$ cat src/sv/tlle_pkg.sv
// Shared types and constants of the text line layout engine.
package tlle_pkg;

  localparam int unsigned ByteW  = 8;
  localparam int unsigned ColorW = 32;
  localparam int unsigned LineW  = 16;
  localparam int unsigned ColW   = 8;
  localparam int unsigned TotW   = 14;
  localparam int unsigned GidxW  = 7;
  localparam int unsigned CntW   = 8;
  localparam int unsigned MlW    = 7;
  localparam int unsigned CfgIdxW  = 2;
  localparam int unsigned CfgDataW = 8;

  typedef logic [ByteW-1:0]  byte_t;
  typedef logic [ColorW-1:0] color_t;
  typedef logic [LineW-1:0]  line_t;
  typedef logic [ColW-1:0]   col_t;
  typedef logic [TotW-1:0]   total_t;
  typedef logic [GidxW-1:0]  gidx_t;
  typedef logic [CntW-1:0]   cnt_t;

  // Request kinds
  typedef enum logic {
    ReqText  = 1'b0,
    ReqClear = 1'b1
  } req_e;

  // Configuration register indexes
  typedef enum logic [CfgIdxW-1:0] {
    CfgMaxChars = 2'd0,
    CfgMaxLines = 2'd1
  } cfg_idx_e;

  // Character codes
  localparam byte_t ChrTab   = 8'h09;
  localparam byte_t ChrLf    = 8'h0A;
  localparam byte_t ChrCr    = 8'h0D;
  localparam byte_t ChrSpace = 8'h20;
  localparam byte_t ChrTilde = 8'h7E;

  // Atlas index of the substitute glyph '?'
  localparam gidx_t GlyphQmark = 7'd31;

  // Column limit used when the register holds zero
  localparam col_t ColMax = 8'd255;

  // Payload of one result beat
  typedef struct packed {
    logic   glyph_valid;
    gidx_t  glyph_index;
    color_t glyph_color;
    line_t  line_number;
    col_t   column;
    line_t  first_line;
    total_t glyph_total;
  } out_t;

  // Work handed from the layout stage to the glyph total stage
  typedef struct packed {
    logic   res;       // produces a result beat
    logic   clr;       // clear request
    logic   drop;      // oldest line dropped
    logic   fwd;       // dropped line was the head line, count taken from fwd_cnt
    logic   inc;       // one visible glyph added
    cnt_t   fwd_cnt;
    logic   glyph_valid;
    gidx_t  glyph_index;
    color_t glyph_color;
    line_t  line_number;
    col_t   column;
    line_t  first_line;
  } s2_t;

endpackage

$ cat src/sv/tlle_if.sv
// Channel interfaces of the text line layout engine.
interface tlle_in_if;
  logic                  valid;
  logic                  ready;
  logic                  req_type;
  tlle_pkg::byte_t       text_byte;
  tlle_pkg::color_t      text_color;

  modport source (output valid, req_type, text_byte, text_color, input ready);
  modport sink   (input valid, req_type, text_byte, text_color, output ready);
endinterface

interface tlle_out_if;
  logic                  valid;
  logic                  ready;
  logic                  glyph_valid;
  tlle_pkg::gidx_t       glyph_index;
  tlle_pkg::color_t      glyph_color;
  tlle_pkg::line_t       line_number;
  tlle_pkg::col_t        column;
  tlle_pkg::line_t       first_line;
  tlle_pkg::total_t      glyph_total;

  modport source (output valid, glyph_valid, glyph_index, glyph_color, line_number, column,
                  first_line, glyph_total, input ready);
  modport sink   (input valid, glyph_valid, glyph_index, glyph_color, line_number, column,
                  first_line, glyph_total, output ready);
endinterface

interface tlle_cfg_if;
  logic                              valid;
  logic                              ready;
  logic [tlle_pkg::CfgIdxW-1:0]      index;
  logic [tlle_pkg::CfgDataW-1:0]     data;

  modport source (output valid, index, data, input ready);
  modport sink   (input valid, index, data, output ready);
endinterface

$ cat src/sv/tlle_cnt_ram.sv
// Glyph count memory of the line ring: one write port, one registered read port.
module tlle_cnt_ram #(
  parameter int unsigned Depth = 64
) (
  input  logic                                clk_i,
  input  logic                                wr_en_i,
  input  logic [((Depth > 1) ? $clog2(Depth) : 1)-1:0] wr_addr_i,
  input  tlle_pkg::cnt_t                      wr_data_i,
  input  logic                                rd_en_i,
  input  logic [((Depth > 1) ? $clog2(Depth) : 1)-1:0] rd_addr_i,
  output tlle_pkg::cnt_t                      rd_data_o
);

  tlle_pkg::cnt_t mem_q [Depth];
  tlle_pkg::cnt_t rd_data_q;

  // Write closed line counts
  always_ff @(posedge clk_i) begin
    if (wr_en_i) begin
      mem_q[wr_addr_i] <= wr_data_i;
    end
  end

  // Read the oldest line count, hold it until the next read
  always_ff @(posedge clk_i) begin
    if (rd_en_i) begin
      rd_data_q <= mem_q[rd_addr_i];
    end
  end

  assign rd_data_o = rd_data_q;

endmodule

$ cat src/sv/text_line_layout_engine_unit.sv
// Text line layout engine: places a byte stream into numbered character-cell lines.
// The block takes one byte (or clear request) per clock cycle unless a held result or a trim
// sweep holds it off, and returns one result beat per item through the second stage and the
// output register, which lets the next byte in while a result still waits. Line, column and
// ring pointers update in the layout stage; the glyph count of each closed line lives in a
// LineSlots-entry RAM whose single read port fetches the count of the line being dropped, and
// the kept glyph total is settled in the second stage from that read or the forwarded head
// count. After a write of max_lines the input stalls while the oldest lines that must go are dropped.
module text_line_layout_engine_unit #(
  parameter int unsigned LineSlots = 64
) (
  input  logic       clk_i,
  input  logic       rst_ni,
  tlle_in_if.sink    text_in_i,
  tlle_out_if.source glyph_out_o,
  tlle_cfg_if.sink   cfg_i
);

  localparam int unsigned PW = (LineSlots > 1) ? $clog2(LineSlots) : 1;
  localparam int unsigned HW = $clog2(LineSlots + 1);
  localparam int unsigned LW = (HW > tlle_pkg::MlW) ? HW : tlle_pkg::MlW;
  localparam int unsigned ColW9 = tlle_pkg::ColW + 1;
  localparam logic [PW-1:0] LastSlot = PW'(LineSlots - 1);
  localparam logic [HW-1:0] FullHeld = HW'(LineSlots);
  localparam logic [HW-1:0] OneHeld  = HW'(1);
  localparam logic [LW-1:0] LimitMax = LW'(LineSlots);

  // Configuration
  tlle_pkg::col_t          mcl_q;
  logic [tlle_pkg::MlW-1:0] ml_q;
  logic                    trim_pend_q, trim_pend_d;

  // Layout state
  tlle_pkg::line_t cur_q, cur_d;
  tlle_pkg::col_t  col_q, col_d;
  tlle_pkg::line_t old_q, old_d;
  logic [HW-1:0]   held_q, held_d;
  logic [PW-1:0]   head_q, head_d;
  logic [PW-1:0]   tail_q, tail_d;
  tlle_pkg::cnt_t  head_cnt_q, head_cnt_d;
  tlle_pkg::total_t kept_q;

  // Pipeline
  logic            s2_v_q;
  tlle_pkg::s2_t   s2_q, s2_d;
  logic            out_v_q;
  tlle_pkg::out_t  out_q;

  // Control
  logic cfg_wr, in_acc, s1_free, s2_move, s2_load, sweep_go, trim_need;
  logic do_open, tab_adv, placed, ring_drop, trim_drop, vis, printable;
  tlle_pkg::col_t  lim, col_o, col_fin;
  tlle_pkg::line_t cur_o;
  logic [HW-1:0]   held_o;
  logic [LW-1:0]   limit, ml_ext, eff, eff_r;
  logic [ColW9-1:0] m9;
  tlle_pkg::gidx_t gidx;
  tlle_pkg::byte_t tb;

  // RAM ports
  logic           wr_en, rd_en;
  tlle_pkg::cnt_t rd_data, drop_cnt;
  tlle_pkg::total_t kept_d;

  function automatic logic [PW-1:0] slot_next(input logic [PW-1:0] p);
    return (p == LastSlot) ? '0 : p + 1'b1;
  endfunction

  // Configuration writes
  assign cfg_i.ready = 1'b1;
  assign cfg_wr      = cfg_i.valid && cfg_i.ready;

  always_ff @(posedge clk_i or negedge rst_ni) begin
    if (!rst_ni) begin
      mcl_q <= '0;
      ml_q  <= '0;
    end else if (cfg_wr) begin
      case (cfg_i.index)
        tlle_pkg::CfgMaxChars: mcl_q <= cfg_i.data;
        tlle_pkg::CfgMaxLines: ml_q  <= cfg_i.data[tlle_pkg::MlW-1:0];
        default: ;
      endcase
    end
  end

  // Effective limits
  assign ml_ext = LW'(ml_q);
  assign limit  = (ml_q == '0 || ml_ext > LimitMax) ? LimitMax : ml_ext;
  assign lim    = (mcl_q == '0) ? tlle_pkg::ColMax : mcl_q;

  // Handshake
  assign s2_move  = s2_v_q && (!s2_q.res || !out_v_q || glyph_out_o.ready);
  assign s1_free  = !s2_v_q || s2_move;
  assign text_in_i.ready = s1_free && !trim_pend_q;
  assign in_acc   = text_in_i.valid && text_in_i.ready;

  // Trim check on the held state, used by the sweep after a limit change
  assign eff_r     = LW'(held_q) - LW'(col_q == '0);
  assign trim_need = (eff_r > limit) && (held_q > OneHeld);
  assign sweep_go  = trim_pend_q && s1_free && trim_need;
  assign s2_load   = in_acc || sweep_go;

  always_comb begin
    trim_pend_d = trim_pend_q;
    if (trim_pend_q && s1_free && !trim_need) begin
      trim_pend_d = 1'b0;
    end
    if (cfg_wr && cfg_i.index == tlle_pkg::CfgMaxLines) begin
      trim_pend_d = 1'b1;
    end
  end

  // Decode the byte against the current line
  assign tb = text_in_i.text_byte;
  assign m9 = ({1'b0, col_q} | ColW9'(3)) + ColW9'(1);
  assign printable = (tb >= tlle_pkg::ChrSpace) && (tb <= tlle_pkg::ChrTilde);

  always_comb begin
    do_open = 1'b0;
    tab_adv = 1'b0;
    placed  = 1'b0;
    case (tb)
      tlle_pkg::ChrLf: do_open = 1'b1;
      tlle_pkg::ChrCr: ;
      tlle_pkg::ChrTab: begin
        if (col_q[1:0] != 2'b00) begin
          if ({1'b0, lim} < m9) begin
            do_open = 1'b1;
          end else begin
            tab_adv = 1'b1;
          end
        end
      end
      default: begin
        placed  = 1'b1;
        do_open = (col_q >= lim);
      end
    endcase
  end

  assign ring_drop = do_open && (held_q >= FullHeld);
  assign held_o    = (do_open && !ring_drop) ? held_q + 1'b1 : held_q;
  assign cur_o     = do_open ? cur_q + 1'b1 : cur_q;
  assign col_o     = do_open ? '0 : col_q;
  assign vis       = placed && (!printable || tb != tlle_pkg::ChrSpace);
  assign gidx      = printable ? tlle_pkg::GidxW'(tb - tlle_pkg::ChrSpace)
                               : tlle_pkg::GlyphQmark;
  assign col_fin   = placed ? col_o + 1'b1 : (tab_adv ? m9[tlle_pkg::ColW-1:0] : col_o);
  assign eff       = LW'(held_o) - LW'(col_fin == '0);
  assign trim_drop = !ring_drop && (eff > limit) && (held_o > OneHeld);

  // Layout stage: next state, RAM access and stage-two work
  always_comb begin
    cur_d      = cur_q;
    col_d      = col_q;
    old_d      = old_q;
    held_d     = held_q;
    head_d     = head_q;
    tail_d     = tail_q;
    head_cnt_d = head_cnt_q;
    wr_en      = 1'b0;
    rd_en      = 1'b0;
    s2_d       = '0;
    if (in_acc) begin
      s2_d.res = 1'b1;
      if (text_in_i.req_type == tlle_pkg::ReqClear) begin
        cur_d      = '0;
        col_d      = '0;
        old_d      = '0;
        held_d     = OneHeld;
        head_d     = '0;
        tail_d     = '0;
        head_cnt_d = '0;
        s2_d.clr   = 1'b1;
      end else begin
        cur_d  = cur_o;
        col_d  = col_fin;
        held_d = held_o;
        if (do_open) begin
          head_d     = slot_next(head_q);
          wr_en      = 1'b1;
          head_cnt_d = '0;
        end
        if (vis) begin
          head_cnt_d = (do_open ? '0 : head_cnt_q) + 1'b1;
        end
        s2_d.inc = vis;
        if (ring_drop || trim_drop) begin
          // A ring drop makes room for the opened line, so the held count stays
          tail_d       = slot_next(tail_q);
          old_d        = old_q + 1'b1;
          held_d       = ring_drop ? held_o : held_o - 1'b1;
          rd_en        = 1'b1;
          s2_d.drop    = 1'b1;
          s2_d.fwd     = trim_drop && (held_q == OneHeld);
          s2_d.fwd_cnt = head_cnt_q;
        end
        s2_d.glyph_valid = vis;
        s2_d.glyph_index = placed ? gidx : '0;
        s2_d.glyph_color = placed ? text_in_i.text_color : '0;
        s2_d.line_number = cur_o;
        s2_d.column      = placed ? col_o : '0;
        s2_d.first_line  = old_d;
      end
    end else if (sweep_go) begin
      tail_d    = slot_next(tail_q);
      old_d     = old_q + 1'b1;
      held_d    = held_q - 1'b1;
      rd_en     = 1'b1;
      s2_d.drop = 1'b1;
    end
  end

  always_ff @(posedge clk_i or negedge rst_ni) begin
    if (!rst_ni) begin
      cur_q       <= '0;
      col_q       <= '0;
      old_q       <= '0;
      held_q      <= OneHeld;
      head_q      <= '0;
      tail_q      <= '0;
      head_cnt_q  <= '0;
      trim_pend_q <= 1'b0;
    end else begin
      cur_q       <= cur_d;
      col_q       <= col_d;
      old_q       <= old_d;
      held_q      <= held_d;
      head_q      <= head_d;
      tail_q      <= tail_d;
      head_cnt_q  <= head_cnt_d;
      trim_pend_q <= trim_pend_d;
    end
  end

  tlle_cnt_ram #(
    .Depth (LineSlots)
  ) u_cnt_ram (
    .clk_i     (clk_i),
    .wr_en_i   (wr_en),
    .wr_addr_i (head_q),
    .wr_data_i (head_cnt_q),
    .rd_en_i   (rd_en),
    .rd_addr_i (tail_q),
    .rd_data_o (rd_data)
  );

  // Glyph total stage
  assign drop_cnt = s2_q.fwd ? s2_q.fwd_cnt : rd_data;
  assign kept_d   = s2_q.clr ? '0
                  : kept_q - (s2_q.drop ? tlle_pkg::TotW'(drop_cnt) : '0)
                    + tlle_pkg::TotW'(s2_q.inc);

  always_ff @(posedge clk_i or negedge rst_ni) begin
    if (!rst_ni) begin
      s2_v_q  <= 1'b0;
      out_v_q <= 1'b0;
      kept_q  <= '0;
    end else begin
      if (s2_load) begin
        s2_v_q <= 1'b1;
      end else if (s2_move) begin
        s2_v_q <= 1'b0;
      end
      if (s2_move) begin
        kept_q <= kept_d;
      end
      if (s2_move && s2_q.res) begin
        out_v_q <= 1'b1;
      end else if (glyph_out_o.ready) begin
        out_v_q <= 1'b0;
      end
    end
  end

  // Hold payloads
  always_ff @(posedge clk_i) begin
    if (s2_load) begin
      s2_q <= s2_d;
    end
    if (s2_move && s2_q.res) begin
      out_q.glyph_valid <= s2_q.glyph_valid;
      out_q.glyph_index <= s2_q.glyph_index;
      out_q.glyph_color <= s2_q.glyph_color;
      out_q.line_number <= s2_q.line_number;
      out_q.column      <= s2_q.column;
      out_q.first_line  <= s2_q.first_line;
      out_q.glyph_total <= kept_d;
    end
  end

  // Drive the result beat
  assign glyph_out_o.valid       = out_v_q;
  assign glyph_out_o.glyph_valid = out_q.glyph_valid;
  assign glyph_out_o.glyph_index = out_q.glyph_index;
  assign glyph_out_o.glyph_color = out_q.glyph_color;
  assign glyph_out_o.line_number = out_q.line_number;
  assign glyph_out_o.column      = out_q.column;
  assign glyph_out_o.first_line  = out_q.first_line;
  assign glyph_out_o.glyph_total = out_q.glyph_total;

  // Ring pointers agree with the held line count
  assert property (@(posedge clk_i) disable iff (!rst_ni)
    (held_q == OneHeld) == (head_q == tail_q))
    else $error("ring pointers disagree with held line count");

  // Line limit holds whenever no trim sweep is pending
  assert property (@(posedge clk_i) disable iff (!rst_ni)
    !trim_pend_q |-> !trim_need)
    else $error("line limit exceeded outside a trim sweep");

  // Clear returns the layout to its start
  assert property (@(posedge clk_i) disable iff (!rst_ni)
    in_acc && text_in_i.req_type == tlle_pkg::ReqClear
    |=> held_q == OneHeld && cur_q == '0 && old_q == '0 && col_q == '0)
    else $error("clear left layout state behind");

  // No byte enters during a trim sweep
  assert property (@(posedge clk_i) disable iff (!rst_ni)
    trim_pend_q |-> !text_in_i.ready)
    else $error("byte accepted during trim sweep");

  // Forwarded counts only stand for a dropped line
  assert property (@(posedge clk_i) disable iff (!rst_ni)
    s2_v_q && s2_q.fwd |-> s2_q.drop && s2_q.res)
    else $error("forwarded count without a line drop");

endmodule

$ cat src/flat_wrapper.sv
// flat-port wrapper written by rule: the top's interface ports become plain ports
module text_line_layout_engine_unit_flat 
#(
  parameter int unsigned LineSlots = 64
)
  (clk_i, rst_ni, text_in_i_valid, text_in_i_req_type, text_in_i_text_byte, text_in_i_text_color, text_in_i_ready, glyph_out_o_valid, glyph_out_o_glyph_valid, glyph_out_o_glyph_index, glyph_out_o_glyph_color, glyph_out_o_line_number, glyph_out_o_column, glyph_out_o_first_line, glyph_out_o_glyph_total, glyph_out_o_ready, cfg_i_valid, cfg_i_index, cfg_i_data, cfg_i_ready);
  tlle_in_if text_in_i_i ();
  tlle_out_if glyph_out_o_i ();
  tlle_cfg_if cfg_i_i ();
  input  logic clk_i;
  input  logic rst_ni;
  input wire logic [$bits(text_in_i_i.valid)-1:0] text_in_i_valid;
  input wire logic [$bits(text_in_i_i.req_type)-1:0] text_in_i_req_type;
  input wire logic [$bits(text_in_i_i.text_byte)-1:0] text_in_i_text_byte;
  input wire logic [$bits(text_in_i_i.text_color)-1:0] text_in_i_text_color;
  output wire logic [$bits(text_in_i_i.ready)-1:0] text_in_i_ready;
  output wire logic [$bits(glyph_out_o_i.valid)-1:0] glyph_out_o_valid;
  output wire logic [$bits(glyph_out_o_i.glyph_valid)-1:0] glyph_out_o_glyph_valid;
  output wire logic [$bits(glyph_out_o_i.glyph_index)-1:0] glyph_out_o_glyph_index;
  output wire logic [$bits(glyph_out_o_i.glyph_color)-1:0] glyph_out_o_glyph_color;
  output wire logic [$bits(glyph_out_o_i.line_number)-1:0] glyph_out_o_line_number;
  output wire logic [$bits(glyph_out_o_i.column)-1:0] glyph_out_o_column;
  output wire logic [$bits(glyph_out_o_i.first_line)-1:0] glyph_out_o_first_line;
  output wire logic [$bits(glyph_out_o_i.glyph_total)-1:0] glyph_out_o_glyph_total;
  input wire logic [$bits(glyph_out_o_i.ready)-1:0] glyph_out_o_ready;
  input wire logic [$bits(cfg_i_i.valid)-1:0] cfg_i_valid;
  input wire logic [$bits(cfg_i_i.index)-1:0] cfg_i_index;
  input wire logic [$bits(cfg_i_i.data)-1:0] cfg_i_data;
  output wire logic [$bits(cfg_i_i.ready)-1:0] cfg_i_ready;
  assign text_in_i_i.valid = text_in_i_valid;
  assign text_in_i_i.req_type = text_in_i_req_type;
  assign text_in_i_i.text_byte = text_in_i_text_byte;
  assign text_in_i_i.text_color = text_in_i_text_color;
  assign text_in_i_ready = text_in_i_i.ready;
  assign glyph_out_o_valid = glyph_out_o_i.valid;
  assign glyph_out_o_glyph_valid = glyph_out_o_i.glyph_valid;
  assign glyph_out_o_glyph_index = glyph_out_o_i.glyph_index;
  assign glyph_out_o_glyph_color = glyph_out_o_i.glyph_color;
  assign glyph_out_o_line_number = glyph_out_o_i.line_number;
  assign glyph_out_o_column = glyph_out_o_i.column;
  assign glyph_out_o_first_line = glyph_out_o_i.first_line;
  assign glyph_out_o_glyph_total = glyph_out_o_i.glyph_total;
  assign glyph_out_o_i.ready = glyph_out_o_ready;
  assign cfg_i_i.valid = cfg_i_valid;
  assign cfg_i_i.index = cfg_i_index;
  assign cfg_i_i.data = cfg_i_data;
  assign cfg_i_ready = cfg_i_i.ready;
  text_line_layout_engine_unit #(.LineSlots(LineSlots)) u_core (.clk_i(clk_i), .rst_ni(rst_ni), .text_in_i(text_in_i_i), .glyph_out_o(glyph_out_o_i), .cfg_i(cfg_i_i));
endmodule
$ cat config.mk
export PLATFORM = sky130hd
export DESIGN_NAME = text_line_layout_engine_unit_flat
export DESIGN_NICKNAME = d
export VERILOG_FILES = /design/src/sv/tlle_pkg.sv /design/src/sv/tlle_if.sv /design/src/sv/tlle_cnt_ram.sv /design/src/sv/text_line_layout_engine_unit.sv /design/src/flat_wrapper.sv
export SDC_FILE = /design/constraint.sdc
export NUM_CORES = 1
export LEC_CHECK = 0
export BUFFER_PORTS_ARGS = -buffer_cell sky130_fd_sc_hd__buf_2
export CAP_MARGIN = 0
export CORE_ASPECT_RATIO = 1.1
export CORE_MARGIN = 2
export CORE_UTILIZATION = 60
export DETAILED_ROUTE_END_ITERATION = 8
export PLACE_DENSITY = 0.78
export SLEW_MARGIN = 25
export SYNTH_ARGS = -nofsm -noshare
export SYNTH_HDL_FRONTEND = slang
export SYNTH_SLANG_ARGS = --single-unit
$ cat constraint.sdc
create_clock -name clk_i -period 9.5 [get_ports clk_i]
set_input_delay 0.95 -clock clk_i [delete_from_list [all_inputs] [get_ports clk_i]]
set_output_delay 0.95 -clock clk_i [all_outputs]
set_load 0.005 [all_outputs]
# Word level (Yosys, flattened, before mapping)
# Memory sizes are Yosys's and may differ from the RTL's. A register that Yosys moved wholly into a read port is not among the register bits.
# Index checks and enable logic that the tools add are counted.
# totals
register_bits	285
mem_bits_rw	512
input_bits	56
output_inout_bits	97
elab_cells	184
n_memories	1
# classes
add_sub_neg	15
n_lt_le_gt_ge	10
n_eq_ne	9
n_mux	64
bitwise_logic	3
reduce_logical	50
# mem_list
name	depth	width	read_ports	rd_clocked_by_memory_dff	write_ports	line_no	text
u_core.u_cnt_ram.mem_q	64	8	1	1	1	tlle_cnt_ram.sv:14	tlle_pkg::cnt_t mem_q [Depth];
# op_table
op	n
$mux W16	6
$mux W8	12
$mux W91	1
$mux W7	9
$mux W6	8
$add A16 B1 Y16 const B	2
$mux W32	1
$eq A8 B4 Y1 const B	3
$logic_not A8 Y1	3
$mux W1	23
$add A8 B1 Y8 const B	2
$logic_and A1 B1 Y1	16
$add A14 B1 Y14	1
$gt A7 B1 Y1 const B	2
$gt A7 B7 Y1	2
$mux W14	1
$sub A14 B14 Y14	1
$sub A7 B1 Y7	2
$sub A7 B1 Y7 const B	2
$add A6 B1 Y6 const B	2
$eq A6 B6 Y1 const B	2
$reduce_bool A2 Y1	6
$add A8 B1 Y9 const B	1
$lt A8 B9 Y1	1
23 further kinds	42

# Logic depth before layout (Yosys ltp)
# Gate-level depths: netlist of run 1.
# logic_depth
depth_word	18
ltp_mapped	37

# Cells and area by module
# From an unflattened synthesis of run 1, not the netlist that was laid out.
# unflattened
hier_cells	2157
hier_area_um2	34433.0
# by_module_without_submodules
module	n_inst	cells_each	area_each_um2	seq_area_each_um2
tlle_cnt_ram	1	940	20246.9	15615.0
text_line_layout_engine_unit	1	1217	14186.1	8064.0

# Worst setup path before layout of run 1
# OpenSTA, ideal clock, no wires.
# synth_timing
path_type	register to register
from	reg u_core.mcl_q[1]
to	reg u_core.s2_q[2] in the netlist's numbering, data pin
setup_time_ns	0.266
arrival_time_ns	6.748
setup_slack_ns	2.486
path_stages_with_launch	35
path_buffers	3
synth_period_minus_slack_ns	7.014
cell_sequence	dfrtp_1 nor4_1 nand2_1 nand2b_1 ha_1 o211ai_1 a21oi_1 a211o_1 a211oi_2 buf_2 buf_1 nor2_1 ha_1 a41oi_1 inv_1 a21oi_1 nor2_1 or4_1 nor4_1 ha_1 ha_1 nand3_1 o21ai_0 nor3_1 a31oi_1 xnor2_1 ha_1 o21a_1 o31ai_1 a21oi_1 a21oi_1 clkbuf_1 a211oi_1 xnor2_1 nor2_1
# synth_between
elab_chain_cells	16
word_cells_on_any_way	26
# synth_rtl
item	line_no	text
start, declared	text_line_layout_engine_unit.sv:29	tlle_pkg::col_t mcl_q;
start signal, assigned	text_line_layout_engine_unit.sv:79	tlle_pkg::CfgMaxChars: mcl_q <= cfg_i.data;
$logic_not A8 Y1	text_line_layout_engine_unit.sv:89	assign lim = (mcl_q == '0) ? tlle_pkg::ColMax : mcl_q;
$mux W8 *	text_line_layout_engine_unit.sv:89	
$lt A8 B9 Y1	text_line_layout_engine_unit.sv:127	if ({1'b0, lim} < m9) begin
$mux W1	text_line_layout_engine_unit.sv:127	
$mux W1	text_line_layout_engine_unit.sv:126	if (col_q[1:0] != 2'b00) begin
$pmux W1 S3 *	text_line_layout_engine_unit.sv:122	case (tb)
$mux W8 *	text_line_layout_engine_unit.sv:144	assign col_o = do_open ? '0 : col_q;
net u_core.col_o[0]	text_line_layout_engine_unit.sv:52	tlle_pkg::col_t lim, col_o, col_fin;
$add A8 B1 Y8 / $mux W8 (equally long branches)	text_line_layout_engine_unit.sv:148	assign col_fin = placed ? col_o + 1'b1 : (tab_adv ? m9[tlle_pkg::ColW-1:0] : col_o);
$mux W8 *	text_line_layout_engine_unit.sv:148	
$logic_not A8 Y1 *	text_line_layout_engine_unit.sv:149	assign eff = LW'(held_o) - LW'(col_fin == '0);
$sub A7 B1 Y7 *	text_line_layout_engine_unit.sv:149	
$gt A7 B7 Y1 *	text_line_layout_engine_unit.sv:150	assign trim_drop = !ring_drop && (eff > limit) && (held_o > OneHeld);
$logic_and A1 B1 Y1 * (2 in a row)	text_line_layout_engine_unit.sv:150	
$logic_or A1 B1 Y1 *	text_line_layout_engine_unit.sv:188	if (ring_drop || trim_drop) begin
$mux W16 *	text_line_layout_engine_unit.sv:188	
end signal, assigned	text_line_layout_engine_unit.sv:279	s2_q <= s2_d;
end, declared	text_line_layout_engine_unit.sv:45	tlle_pkg::s2_t s2_q, s2_d;
# The timed path passes the listed nets; every way through them passes the cells marked *.
# A chain may end at the register's enable or synchronous reset.

# Worst setup path after layout of run 1
# layout_timing
from	reg u_core.mcl_q[5]
to	reg u_core.old_q[11]
# layout_between
elab_chain_cells	18
word_cells_on_any_way	28
# layout_rtl
item	line_no	text
$logic_not A8 Y1	text_line_layout_engine_unit.sv:89	
$mux W8 *	text_line_layout_engine_unit.sv:89	
$lt A8 B9 Y1	text_line_layout_engine_unit.sv:127	
$mux W1	text_line_layout_engine_unit.sv:127	
$mux W1	text_line_layout_engine_unit.sv:126	
$pmux W1 S3 *	text_line_layout_engine_unit.sv:122	
$mux W8 *	text_line_layout_engine_unit.sv:144	
net u_core.col_o[0]	text_line_layout_engine_unit.sv:52	
[2 not listed]	-	
$logic_not A8 Y1 *	text_line_layout_engine_unit.sv:149	
$sub A7 B1 Y7 *	text_line_layout_engine_unit.sv:149	
$gt A7 B7 Y1 *	text_line_layout_engine_unit.sv:150	
$logic_and A1 B1 Y1 * (2 in a row)	text_line_layout_engine_unit.sv:150	
$logic_or A1 B1 Y1 *	text_line_layout_engine_unit.sv:188	
$mux W16 *	text_line_layout_engine_unit.sv:188	
$mux W16 *	text_line_layout_engine_unit.sv:166	if (text_in_i.req_type == tlle_pkg::ReqClear) begin
$mux W16 *	text_line_layout_engine_unit.sv:164	if (in_acc) begin
end signal, assigned	text_line_layout_engine_unit.sv:227	old_q <= old_d;
end, declared	text_line_layout_engine_unit.sv:36	tlle_pkg::line_t old_q, old_d;
# Marks and branches as above.

==> flow_summary.toml, run 1 <==
[logic_synthesis]
synth_common_cells = "706 x edfxtp_1, 168 x mux4_2, 165 x nor2_1"
synth.most_common_cell = "edfxtp_1"
synth.top_cell.area_share = 0.618
synthSimpleGateAreaFrac = 0.0735
async_reset_ff_frac = 0.123
synth_compound_area_frac = 0.0521
ys.flop_type = "edfxtp_1"
netlist_area_um2 = 34300
yosys.area.top_type = "edfxtp_1"
synth_fa_ha_area_frac = 0.0254
synth.avg_cell_area_um2 = 16.7
ys_seq_area_frac = 0.691
synthXorXnorAreaFrac = 0.0171
yosysWarnings = 0
synth-seq-cells = 805
syn_nets = 2181
synth_cell_type_count = 89
synth_edf_count = 706
ys_top_cells_by_area = "edfxtp_1 62%, mux4_2 11%, dfrtp_1 7.2%"
synth_top_family_by_area = "multiplexers"
synth_mux_area_frac = 0.123
synthCells = 2056

[power]
power_leakage_nw = 13.3
power_density_nw_per_um2 = 247
vdd_drop_max_mv = 0.181
p_total_mw = 9.44

[sta]
setup_violations = 0
fin_ws_ns = 1.59
hold_violations = 0
skew_ns = 0.0325
fmax_ghz = 0.126
slew_viol_final = 0
fin_setup_tns_ns = 0
rsz0062_at_grt = "no"
slew-limit-headroom = 0.346
min_period_ns = 7.91
post-route-period-util = 0.833
whs_ns = 0.367
worstMarginPinSlew_ns = 0.957

[worst_setup_path]
required_ns = 10.02
crit_family = "compound AO/OA/AOI/OAI gates"
regToRegSetupSlack_ns = 1.59
start_kind = "flop"
crit_buf_inv = 4
reg2regPathDepth = 37
end_kind = "flop"
rr_startpoint = "u_core.mcl_q[5]$_DFFE_PN0P_"
crit_top_cell = "ha_1"
rr_endpoint = "u_core.old_q[11]$_DFFE_PN0P_"
worst-path-max-fanout = 24
cp_slowest_cell = "a211oi_4"
path_class = "reg2reg"
cp_slowest_stage_delay_ns = 0.53
arrival_ns = 8.44

[placed_design]
hpwlAfterDp_mm = 47.1
io_buffer_count = 151
place_congestion = 0.891
dp_slack_ns = 1.72
dp.cells = 2867
dpl_cell_area_um2 = 35800

[clocking]
cts_made_buffers = 77
cts_buffer_depth = 3
htree_levels = 3
root_buffer = "clkbuf_16"
postCtsSetupBuffers = 0
cts_resized = 0
clk_pin_slew_ns = 0.06
cts.sink_count = 805
worstSkewPairLatency_ns = 0.63
cts_tree = "yes"
holdBufCountCts = 0

[routing]
drtIter0Drc = 1969
vias = 19100
drc = 0
wire_per_inst_um = 25.6
wl_mm = 77.0
firstDrtPassIters = 7
vias_per_cell = 6.37
ant_nets = 0

[final_layout]
final_area_um2 = 38300
synthToLayoutAreaGrowth_pct = 11.6
fin_cells = 3006
n_antenna_cell = 0
finalNetCount = 2327
drive_gt1_frac = 0.238
final_util = 0.680

[floorplanning]
die_area_um2 = 59100
die_h_um = 255
ioPinCount = 153
die_x_um = 232
core_um2 = 56200
start_util = 0.610
rows = 91

[global_routing]
overflow = 0
grt_pass1_wl_mm = 118
grt_use_total = 0.266
grt_pass1_vias = 19400
antenna_found_initial = 0
grt_max_degree = 95

[status]
status = "complete, no violations"

[job]
cap_violations = 0

[hold_path]
hold_path_class = "in2async"
-- worst max path at each step --
stage	startpoint	end	slack (ns)	depth (start not counted)
after CTS	u_core.mcl_q[5]$_DFFE_PN0P_	u_core.old_q[11]$_DFFE_PN0P_	1.64	35
after global placement	u_core.mcl_q[5]$_DFFE_PN0P_	u_core.u_cnt_ram.rd_data_o[0]$_DFFE_PP_	1.94	35
after detailed placement	u_core.mcl_q[1]$_DFFE_PN0P_	u_core.old_q[11]$_DFFE_PN0P_	1.72	35
final	u_core.mcl_q[5]$_DFFE_PN0P_	u_core.old_q[11]$_DFFE_PN0P_	1.59	37
after global routing	u_core.mcl_q[5]$_DFFE_PN0P_	u_core.old_q[11]$_DFFE_PN0P_	0.99	35
after floorplan	u_core.mcl_q[1]$_DFFE_PN0P_	u_core.s2_q[2]$_SDFFCE_PP0P_	2.49	34
-- cells by family (layout without fill, tap and decap cells) --
group / after synthesis / after routing
AOI/OAI and AO/OA: 250 / 250
xor gates and xnor gates: 67 / 67
adders and majority gates: 69 / 69
buffers and inverters: 150 / 356
DFF: 805 / 805
muxes: 207 / 207
other: 1 / 1
and+or+nand+nor: 507 / 507
-- report_power, final --
part	total, mW	internal, mW	switching (mW)
Sequential	4.35	4.17	0.182
Combinational	2.09	0.886	1.20
Clock	3.00	1.70	1.30
-- flip-flops by register name (all words and copies together) (netlist names), 6 cells and up --
register,cells
u_core.glyph_out_o.glyph_total,14
u_core.head_q,6
u_core.glyph_out_o.glyph_color,32
u_core.old_q,16
u_core.u_cnt_ram.rd_data_o,8
u_core.u_cnt_ram.mem_q,512
u_core.glyph_out_o.glyph_index,7
u_core.cur_q,16
u_core.kept_q,14
u_core.ml_ext,7
u_core.head_cnt_q,8
u_core.mcl_q,8
u_core.held_q,7
u_core.s2_q,92
u_core.glyph_out_o.column,8
u_core.glyph_out_o.first_line,16
u_core.glyph_out_o.line_number,16
u_core.tail_q,6
u_core.col_q,8
-- area by class of cell --
cell class	count	area, um2
multi-input combinational	1101	10000
tap	744	931
sequential	805	23700
fill	3644	18000
clock buffer	97	2100
inverter	41	158
clock inverter	42	357
timing repair buffer	176	998
-- layer usage --
metal  part of all wire  track usage
met5                  0            0
met4              0.032       0.0936
met3              0.069       0.0430
met2               0.52        0.455
met1               0.38        0.352
-- placed cells by master, fill, tap and decap left out, types with 16 or more instances in the layout --
master,Yosys,final
a21o_1,17,17
a21oi_1,42,42
a31oi_1,20,20
and3_1,70,69
buf_2,13,150
buf_4,7,21
clkbuf_16,0,80
clkinv_1,0,17
dfrtp_1,98,87
edfxtp_1,706,706
ha_1,68,68
inv_1,40,39
mux2_2,27,27
mux4_2,168,168
nand2_1,94,94
nand2b_1,18,17
nand3_1,45,45
nor2_1,165,164
nor3_1,24,24
o21ai_0,60,60
o31ai_1,16,16
or3_1,20,20
xnor2_1,43,43
xor2_1,24,24
(Power assumes the default switching activity.)
==> run 2, diff against run 1 <==
==> constraint.sdc (replaced) <==
create_clock -name clk_i -period 8.3 [get_ports clk_i]
set_input_delay 0.83 -clock clk_i [delete_from_list [all_inputs] [get_ports clk_i]]
set_output_delay 0.83 -clock clk_i [all_outputs]
set_load 0.005 [all_outputs]
==> run 2 against run 1 <==
Count of clock-buffer cells in the layout is 7 higher. Worst hold slack worse by 0.17 ns. Critical endpoint is now u_core.old_q[8]$_DFFE_PN0P_. Highest routed layer unchanged. Via count hardly changed. Register-to-register slack worse by 0.86 ns. Largest cell class unchanged. Non-clock buffer count stayed put.
==> flow_summary.toml, run 2 (synthesis results as in run 1) <==
[status]
status = "complete, no violations"

[global_routing]
grt_pass1_vias = 19700
grt_use_total = 0.267
overflow = 0
grt_pass1_wl_mm = 118
grt_max_degree = 80
antenna_found_initial = 0

[clocking]
cts.sink_count = 805
cts_buffer_depth = 3
holdBufCountCts = 0
cts_made_buffers = 77
worstSkewPairLatency_ns = 0.63
cts_tree = "yes"
root_buffer = "clkbuf_16"
htree_levels = 3
clk_pin_slew_ns = 0.07

[routing]
wire_per_inst_um = 25.6
drtIter0Drc = 1818
drc = 0
wl_mm = 77.1
firstDrtPassIters = 5
vias_per_cell = 6.37
ant_nets = 0
vias = 19200

[sta]
slew_viol_final = 0
fmax_ghz = 0.132
worstMarginPinSlew_ns = 1.08
setup_violations = 0
fin_setup_tns_ns = 0
slew-limit-headroom = 0.279
hold_violations = 0
fin_ws_ns = 0.729
rsz0062_at_grt = "no"
min_period_ns = 7.57
post-route-period-util = 0.912
skew_ns = 0.0268

[final_layout]
layout.area.seq_um2 = 23700
top_regs = "u_core.u_cnt_ram.mem_q: 512 flops, u_core.s2_q: 92 flops, u_core.glyph_out_o.glyph_color: 32 flops"
multi_input_area_um2 = 10000
layout_common_cells = "706 x edfxtp_1, 168 x mux4_2, 164 x nor2_1"
drive_gt1_frac = 0.241
largest_reg_flops = 512
finalNetCount = 2327
regMostFlops = "u_core.u_cnt_ram.mem_q"
final_area_um2 = 38300
synthToLayoutAreaGrowth_pct = 11.7
n_antenna_cell = 0
fillCellCount = 3610
layout_commonest_cell = "edfxtp_1"

[placed_design]
dp_slack_ns = 0.718
dpl_cell_area_um2 = 35800
hpwlAfterDp_mm = 47.5
io_buffer_count = 151
place_congestion = 0.920

[worst_setup_path]
worst-path-max-fanout = 17
arrival_ns = 8.11
end_kind = "flop"
startpoint = "u_core.mcl_q[5]$_DFFE_PN0P_"
cp_slowest_stage_delay_ns = 0.51
rr_startpoint = "u_core.mcl_q[5]$_DFFE_PN0P_"
required_ns = 8.84
regToRegSetupSlack_ns = 0.73
crit_top_cell = "ha_1"
start_kind = "flop"
path_class = "reg2reg"
reg2regPathDepth = 36
cp_slowest_cell = "a211oi_4"
rr_endpoint = "u_core.old_q[8]$_DFFE_PN0P_"
cp-endpoint = "u_core.old_q[8]$_DFFE_PN0P_"

[job]
cap_violations = 0

[floorplanning]
die_x_um = 232
die_area_um2 = 59100
die_h_um = 255
core_um2 = 56200
start_util = 0.610
rows = 91
ioPinCount = 153

[hold_path]
hold_path_class = "in2async"

[power]
power_density_nw_per_um2 = 284
vdd_drop_max_mv = 0.203
power_leakage_nw = 13.3
run 2: area by class of cell:
type / count / share of cell area
clock buffers: 104 / 0.0553
clock inverters: 36 / 0.0105
inverters: 41 / 0.00411
multi-input cells: 1101 / 0.261
flip-flops and latches: 805 / 0.619
well taps: 744 / 0.0243
repair buffers: 176 / 0.0257
run 2: how the worst min path moves through the flow:
stage / startpoint / slack, ns / endpoint / depth (start not counted)
after floorplan: u_core.s2_q[16]$_SDFFCE_PP0P_ / 0.40 / u_core.glyph_out_o.column[0]$_DFFE_PP_ / 0
after global placement: u_core.s2_q[48]$_SDFFCE_PP0P_ / 0.40 / u_core.glyph_out_o.glyph_color[8]$_DFFE_PP_ / 0
after detailed placement: u_core.s2_q[17]$_SDFFCE_PP0P_ / 0.40 / u_core.glyph_out_o.column[1]$_DFFE_PP_ / 0
after CTS: rst_ni / 0.20 / u_core.cur_q[2]$_DFFE_PN0P_ / 1
after global routing: rst_ni / 0.23 / u_core.cur_q[6]$_DFFE_PN0P_ / 1
final: rst_ni / 0.20 / u_core.cur_q[8]$_DFFE_PN0P_ / 1
run 2: repair_timing:
item	in CTS	in global routing
endpoints found under the setup margin	0	16
gates resized for setup	0	1
buffers inserted	0	0
run 2: power by group:
group	switching, mW	internal [mW]	leakage (nW)
clock network	1.50	2.00	1.22
registers	0.219	4.77	7.90
logic	1.37	1.03	4.21
total	3.09	7.79	13.3
run 2: routing by layer:
layer / up-vias / share of wire / GRT usage
li1: 8367 / - / -
met1: 9812 / 0.38 / 0.345
met2: 836 / 0.52 / 0.462
met3: 148 / 0.068 / 0.0439
met4: 0 / 0.033 / 0.0980
met5: - / 0 / 0
run 2: through the flow:
step                cells  utilization  total power, mW  hold slack (ns)
global placement     2866        0.635             7.36            0.402
finish               3007        0.681             10.9            0.202
CTS                  3007        0.681             10.9            0.201
detailed placement   2867        0.636             7.45            0.405
global route         3007        0.681             11.3            0.233
floorplan            2056            -             6.72            0.400
run 2: critical path: cells and delay by family, from the launching register on:
kind	cells	cell delay, ns
AOI/OAI and AO/OA	15	2.97
xor gates and xnor gates	1	0.09
adders and majority gates	5	1.37
buffers and inverters	3	0.51
DFF	1	0.40
and+or+nand+nor	12	2.13
